### config.mk
export PLATFORM = sky130hd
export DESIGN_NAME = smpq_cell
export DESIGN_NICKNAME = d
export VERILOG_FILES = /design/src/hw/rtl/sorted_min_priority_queue_unit_macros.svh /design/src/hw/rtl/smpq_pkg.sv /design/src/hw/rtl/smpq_cell.sv
export SDC_FILE = /design/constraint.sdc
export NUM_CORES = 1
export LEC_CHECK = 0
export ABC_CLOCK_PERIOD_IN_PS = 8300
export BUFFER_PORTS_ARGS = -buffer_cell sky130_fd_sc_hd__buf_4
export CAP_MARGIN = 10
export CELL_PAD_IN_SITES_DETAIL_PLACEMENT = 0
export CELL_PAD_IN_SITES_GLOBAL_PLACEMENT = 1
export CORE_UTILIZATION = 34
export DETAILED_ROUTE_END_ITERATION = 10
export PLACE_DENSITY_LB_ADDON = 0.1
export SKIP_CTS_REPAIR_TIMING = 1
export SLEW_MARGIN = 20
export SYNTH_ARGS = -nofsm -noshare
export SYNTH_HDL_FRONTEND = slang
export SYNTH_SLANG_ARGS = --single-unit
### constraint.sdc
create_clock -name clk -period 8.3 [get_ports clk]
set_input_delay 1.66 -clock clk [delete_from_list [all_inputs] [get_ports clk]]
set_output_delay 1.66 -clock clk [all_outputs]
set_load 0.05 [all_outputs]
### src/hw/rtl/sorted_min_priority_queue_unit_macros.svh
// ---------------------------------------------------------------------------
// sorted min-priority queue assertion macros
// clocked assertion helpers used by the queue unit rtl
// ---------------------------------------------------------------------------
`ifndef SORTED_MIN_PRIORITY_QUEUE_UNIT_MACROS_SVH
`define SORTED_MIN_PRIORITY_QUEUE_UNIT_MACROS_SVH

`ifndef SYNTH

// condition holds at every clock edge out of reset
`define SMPQ_ASSERT_ALWAYS(lbl, cond, msg) \
  lbl: assert property (@(posedge clk) disable iff (!rst_n) (cond)) else $error(msg);

// antecedent at one edge implies consequent at the next edge
`define SMPQ_ASSERT_NEXT(lbl, ante, cons, msg) \
  lbl: assert property (@(posedge clk) disable iff (!rst_n) (ante) |=> (cons)) else $error(msg);

`else

`define SMPQ_ASSERT_ALWAYS(lbl, cond, msg)
`define SMPQ_ASSERT_NEXT(lbl, ante, cons, msg)

`endif

`endif

### src/hw/rtl/smpq_pkg.sv
`timescale 1ns / 1ps
// ---------------------------------------------------------------------------
// smpq_pkg
// shared constants and types of the sorted min-priority queue
// ---------------------------------------------------------------------------
package smpq_pkg;

  // queue depth and field widths
  localparam int CAPACITY = 64;
  localparam int CNT_W    = $clog2(CAPACITY + 1);
  localparam int ID_W     = 16;
  localparam int WT_W     = 32;
  localparam int OCC_W    = 7;

  // operation codes
  typedef enum logic {
    OP_INSERT = 1'b0,
    OP_REMOVE = 1'b1
  } op_t;

  // result status codes
  typedef enum logic [1:0] {
    ST_INSERTED = 2'd0,
    ST_REMOVED  = 2'd1,
    ST_EMPTY    = 2'd2,
    ST_FULL     = 2'd3
  } status_t;

  // one stored word
  typedef struct packed {
    logic [ID_W-1:0]        id;
    logic signed [WT_W-1:0] weight;
  } entry_t;

  // command broadcast to every cell
  typedef struct packed {
    logic insert;
    logic remove;
  } cell_cmd_t;

endpackage

### src/hw/rtl/smpq_cell.sv
`timescale 1ns / 1ps
// ---------------------------------------------------------------------------
// smpq_cell
// one slot of the sorted chain: holds a word, shifts toward tail on insert
// and toward head on remove
// ---------------------------------------------------------------------------
module smpq_cell
  import smpq_pkg::*;
(
  input  logic      clk,
  input  logic      is_head,
  input  logic      occupied,
  input  cell_cmd_t cmd,
  input  entry_t    new_entry,
  input  entry_t    prev_entry,
  input  logic      prev_flag,
  input  entry_t    next_entry,
  output entry_t    entry,
  output logic      flag
);

  entry_t entry_r;
  entry_t entry_nxt;
  logic   lighter;
  logic   not_heavier;

  // new word belongs at or before this slot
  assign lighter     = $signed(new_entry.weight) <  $signed(entry_r.weight);
  assign not_heavier = $signed(new_entry.weight) <= $signed(entry_r.weight);
  assign flag        = !occupied || (is_head ? lighter : not_heavier);

  // slot update
  always_comb begin
    entry_nxt = entry_r;
    if (cmd.insert) begin
      if (prev_flag) begin
        entry_nxt = prev_entry;
      end else if (flag) begin
        entry_nxt = new_entry;
      end
    end else if (cmd.remove) begin
      entry_nxt = next_entry;
    end
  end

  always_ff @(posedge clk) begin
    entry_r <= entry_nxt;
  end

  assign entry = entry_r;

endmodule

# Yosys cells after proc, flatten, opt, wreduce, memory -nomap -nowiden
# Cells that the tools add are included.
# classes
n_lt_le_gt_ge,2
n_eq_ne,1
muxes,5
n_reduce_logical,4
# ops
operator,n
two-way mux 48 bit,4
less-or-equal comparator 32 bit,1
less-than comparator 32 bit,1
!= test 3 x 1 -> 1 bit (second input constant),1
AND reduction 2 bit,1
nonzero test 2 bit,1
logical NOT 1 bit,1
logical OR 1 bit,1
two-way mux 1 bit,1
# word_totals
regBits,48
out_inout_bits,49

# Longest topological paths before layout
# logic_depth
word_depth,6
ltp_mapped,9
mapped_depth_nobuf,9

# Worst setup path after synthesis
# No wires, ideal clock.
# synth_timing
kind,input to register
startpoint,input new_entry[14] (netlist bit)
endpoint,register entry_r (netlist bit entry[0]) (enable)
arrival_time_ns,5.420
required_time_ns,7.818
path_slack_ns,2.398
stages,8
n_path_buf,0
path_cell_list,ha_1 > a21oi_2 > nand2_1 > a221o_1 > o31ai_2 > o211ai_2 > xnor2_1 > a31oi_1
# synth_via
elab_chain_cells,5
# synth_lines
element,line_no,text
start: declaration,smpq_cell.sv:14,"input entry_t new_entry,"
less-or-equal comparator 32 bit / less-than comparator 32 bit (equally long branches),"smpq_cell.sv:29, smpq_cell.sv:28",
two-way mux 1 bit *,smpq_cell.sv:30,assign flag = !occupied || (is_head ? lighter : not_heavier);
logical OR 1 bit *,smpq_cell.sv:30,
!= test 3 x 1 -> 1 bit (no line) *,-,
AND reduction 2 bit (no line) *,-,
end signal: assignment,smpq_cell.sv:47,entry_r <= entry_nxt;
end: declaration,smpq_cell.sv:22,entry_t entry_r;
# Every way passes the cells marked *; elsewhere a longest branch is shown, timed or not.
# A chain may end at the register's enable or synchronous reset.

# Final worst setup path
# layout_timing
startpoint,input new_entry[5] (netlist bit)
endpoint,output flag
# layout_via
elab_chain_cells,3
# layout_lines
element,line_no,text
less-or-equal comparator 32 bit / less-than comparator 32 bit (equally long branches),"smpq_cell.sv:29, smpq_cell.sv:28",
two-way mux 1 bit *,smpq_cell.sv:30,
logical OR 1 bit *,smpq_cell.sv:30,
end: declaration,smpq_cell.sv:19,output logic flag
# Marked as above.

==> summary.txt <==
Run status
  – Status: completed

Synthesis
  – Synth cell types: 30
  – Yosys warnings: 0
  – Sequential area share after synthesis: 43.77%
  – Mapped Area: roughly 0.0033 mm^2
  – Avg Inst Size Synth: about 10 um^2
  – Syn Inst Count: 325
  – Synthesized flop and latch total: 48
  – Async SR Flop Fraction: 0%
  – Syn nets: slightly above 500
  – Number of synthesized flops with an enable pin: 48
  – Primary FF master, synth: edfxtp_1

Run
  – Max Cap Viol: 0

Finish
  – Multi-input gate area: 0.001677 mm^2
  – # fillers: 873
  – Register area: between 0.001 and 0.0015 mm^2
  – N_diodes: 0
  – Most common cell after layout, fill and taps aside: buf_4
  – Layout cells sized above 1: 41.75%
  – Max reg flops: 48
  – Most frequent cells in the layout: buf_4, a21oi_1, nor2_1
  – Post-Route Utilization: between 50 and 60%
  – Layout area overhead: 51.86%
  – Nets: 696

Clock network
  – Clock slew at reported path FFs: 0.09 ns
  – CTS tree: built
  – TritonCTS Buffers: 5
  – H-tree Lvls: 2
  – Worst-Skew Late Latency: about 0.3 ns
  – Clock sinks: 48
  – CTS max path bufs: 2
  – CTS root buf: clkbuf_8

Drt
  – Via count: 2961
  – Routed len/inst: 13.34 um
  – DRC viols: 0
  – Via density: roughly 4.6
  – Drt pass-1 iters: 4
  – DRT iter0 DRCs: 63
  – Final WL: 8592 um
  – Antenna viol nets, final: 0

Pwr
  – Comb power frac: around two fifths
  – Sequential share of power: 39.6%
  – Pwr dens: 156.9 mW/mm^2
  – Clk pwr share: 21.6%
  – P_sw: 0.2717 mW
  – Worst IR Drop VDD: 0.08174 mV
  – Pleak: between 2 and 2.5 nW
  – Sw Ratio: between 30% and 40%
  – Tot Pwr: slightly below 0.8 mW
  – Pint: 0.5131 mW

STA
  – Final Critical Period: 5.409 ns
  – Fin crit share: roughly 65%
  – Max Clock Skew: 0.007977 ns
  – Fmax: 0.1849 GHz
  – Fin Setup TNS: 0 ns
  – Slew @ Worst Pin: 0.9226 ns
  – Unrepaired setup endpoints after global routing: false
  – Final worst hold slack: 1.368 ns
  – Hold Fails Final Rpt: 0
  – Worst slew margin: 38.49%
  – Fin. max-slew vios: 0
  – Setup ws final: 2.891 ns
  – # setup viols final: 0

Critical path
  – Cell class contributing the biggest share of worst-path delay: compound AO/OA/AOI/OAI gates
  – WP data required: 6.64 ns
  – Worst path arrival time: 3.75 ns
  – Largest fanout on the critical path: 2
  – Most used cell, CP: buf_4
  – Critical-path top delay cell: a221o_1
  – Crit-path cells: buf_4, ha_1, a21oi_1, o21ai_0, a221o_1, o31ai_2, o211ai_2, xnor2_1, nand3_1, buf_4
  – Reg-to-reg endpoint: entry[45]
  – Max incr delay on CP: 0.34 ns
  – Crit Reg-Reg Startpoint: entry[5]
  – Worst Reg-to-Reg Cells: 10
  – Buf+Inv Stages, Crit Path: 2
  – Setup crit start kind: input pin
  – Critical path class: input pin to output pin
  – Flop2flop setup slack: 4.91 ns
  – Worst setup EP type: output pin

Floorplan
  – Core area: ~0.0093 mm^2
  – Initial Utilization: 35.31%
  – Die W: 100.4 um
  – Io pins: 199
  – Row cnt: 35
  – Die ar.: 0.01008 mm^2
  – Height of the die: 100.4 um

Hold path
  – Hold EP: entry[31]
  – WHS Path Cells: 4
  – Worst hold-check path type: flop to flop
  – Hold path start: entry[31]

GRT
  – Vias in the first global route: between 2000 and 3000
  – Largest net degree at the start of global routing: between 90 and 100
  – Grt total ovfl: 0
  – Initial antenna violation count: 0
  – GRT Overall Usage: around 17%
  – First-pass GRT wire length: around 13000 um

Placed design
  – PortBufs: 198
  – Hpwl dp: around 6600 um
  – Place WS: 2.829 ns
  – Routability Congestion: 0.7254
cell usage after synthesis (2+ instances only):
cell	instances	share of area (%)
a21o_1	4	0.91
nor2_1	52	5.9
nand3_1	5	0.76
edfxtp_1	48	44
clkbuf_1	11	1.3
ha_1	32	12
nand4_1	3	0.57
o21ai_0	2	0.30
a21oi_1	56	8.5
nand2_1	7	0.80
and4_1	3	0.80
a221o_1	2	0.61
inv_1	32	3.6
buf_2	5	0.76
mux2i_1	48	15
worst max-delay path by stage:
| stage | endpoint | startpoint | cells past startpoint |
|---|---|---|---|
| 5_1_grt | flag | new_entry[5] | 10 |
| 3_3_place_gp | flag | new_entry[5] | 10 |
| 3_5_place_dp | flag | new_entry[5] | 10 |
| 4_1_cts | flag | new_entry[5] | 10 |
| 6_report | flag | new_entry[5] | 10 |
| 2_1_floorplan | entry[0] | new_entry[14] | 8 |
per-stage QoR:
step	instances	instance area [um^2]
2_1_floorplan	325	3293
3_3_place_gp	636	4893
3_5_place_dp	636	4893
4_1_cts	644	5001
5_1_grt	644	5001
6_report	644	5001
worst reg2reg max path, stage by stage, from the launching register on:
cell      delay [ns]
edfxtp_1        0.39
inv_1           0.07
ha_1            0.23
a21oi_1         0.16
o21ai_0         0.11
a221o_1         0.34
o31ai_2         0.29
o211ai_2        0.13
xnor2_1         0.20
a31oi_4         0.62
buf_4           0.49
logic make-up (layout without fill, tap and decap cells):
group | after synthesis | after routing | share of synthesized area [%]
fa+ha+maj | 32 | 32 | 12.16
mux | 48 | 48 | 14.59
compound gates | 72 | 72 | 12.84
buf+inv | 49 | 239 | 5.775
simple gates | 75 | 75 | 10.60
flops | 48 | 48 | 43.77
xor+xnor | 1 | 1 | 0.2660
cell type report:
class	instances	share of cell area, %
inverter	32	2.402
multi-input combinational	228	33.53
sequential	48	28.82
clock buffer	6	1.451
timing repair buffer	199	29.87
tap	129	3.227
clock inverter	2	0.7005
layer usage:
metal  share of wire, %  up-vias  global-route usage [%]
met5                  0        -                       0
met2                 49      108                   30.56
li1                   -     1550                       -
met3                7.9        6                   4.805
met1                 42     1297                   20.03
met4               0.91        0                   4.348
power by group through the flow:
stage               sequential, mW  combinational [mW]  clock, mW
floorplan                    0.408              0.0977          0
global placement             0.316               0.307          0
detailed placement           0.317               0.309          0
CTS                          0.311               0.310      0.178
global route                 0.315               0.331      0.187
finish                       0.311               0.305      0.170
Note: power is estimated with default switching activity, not from simulation.
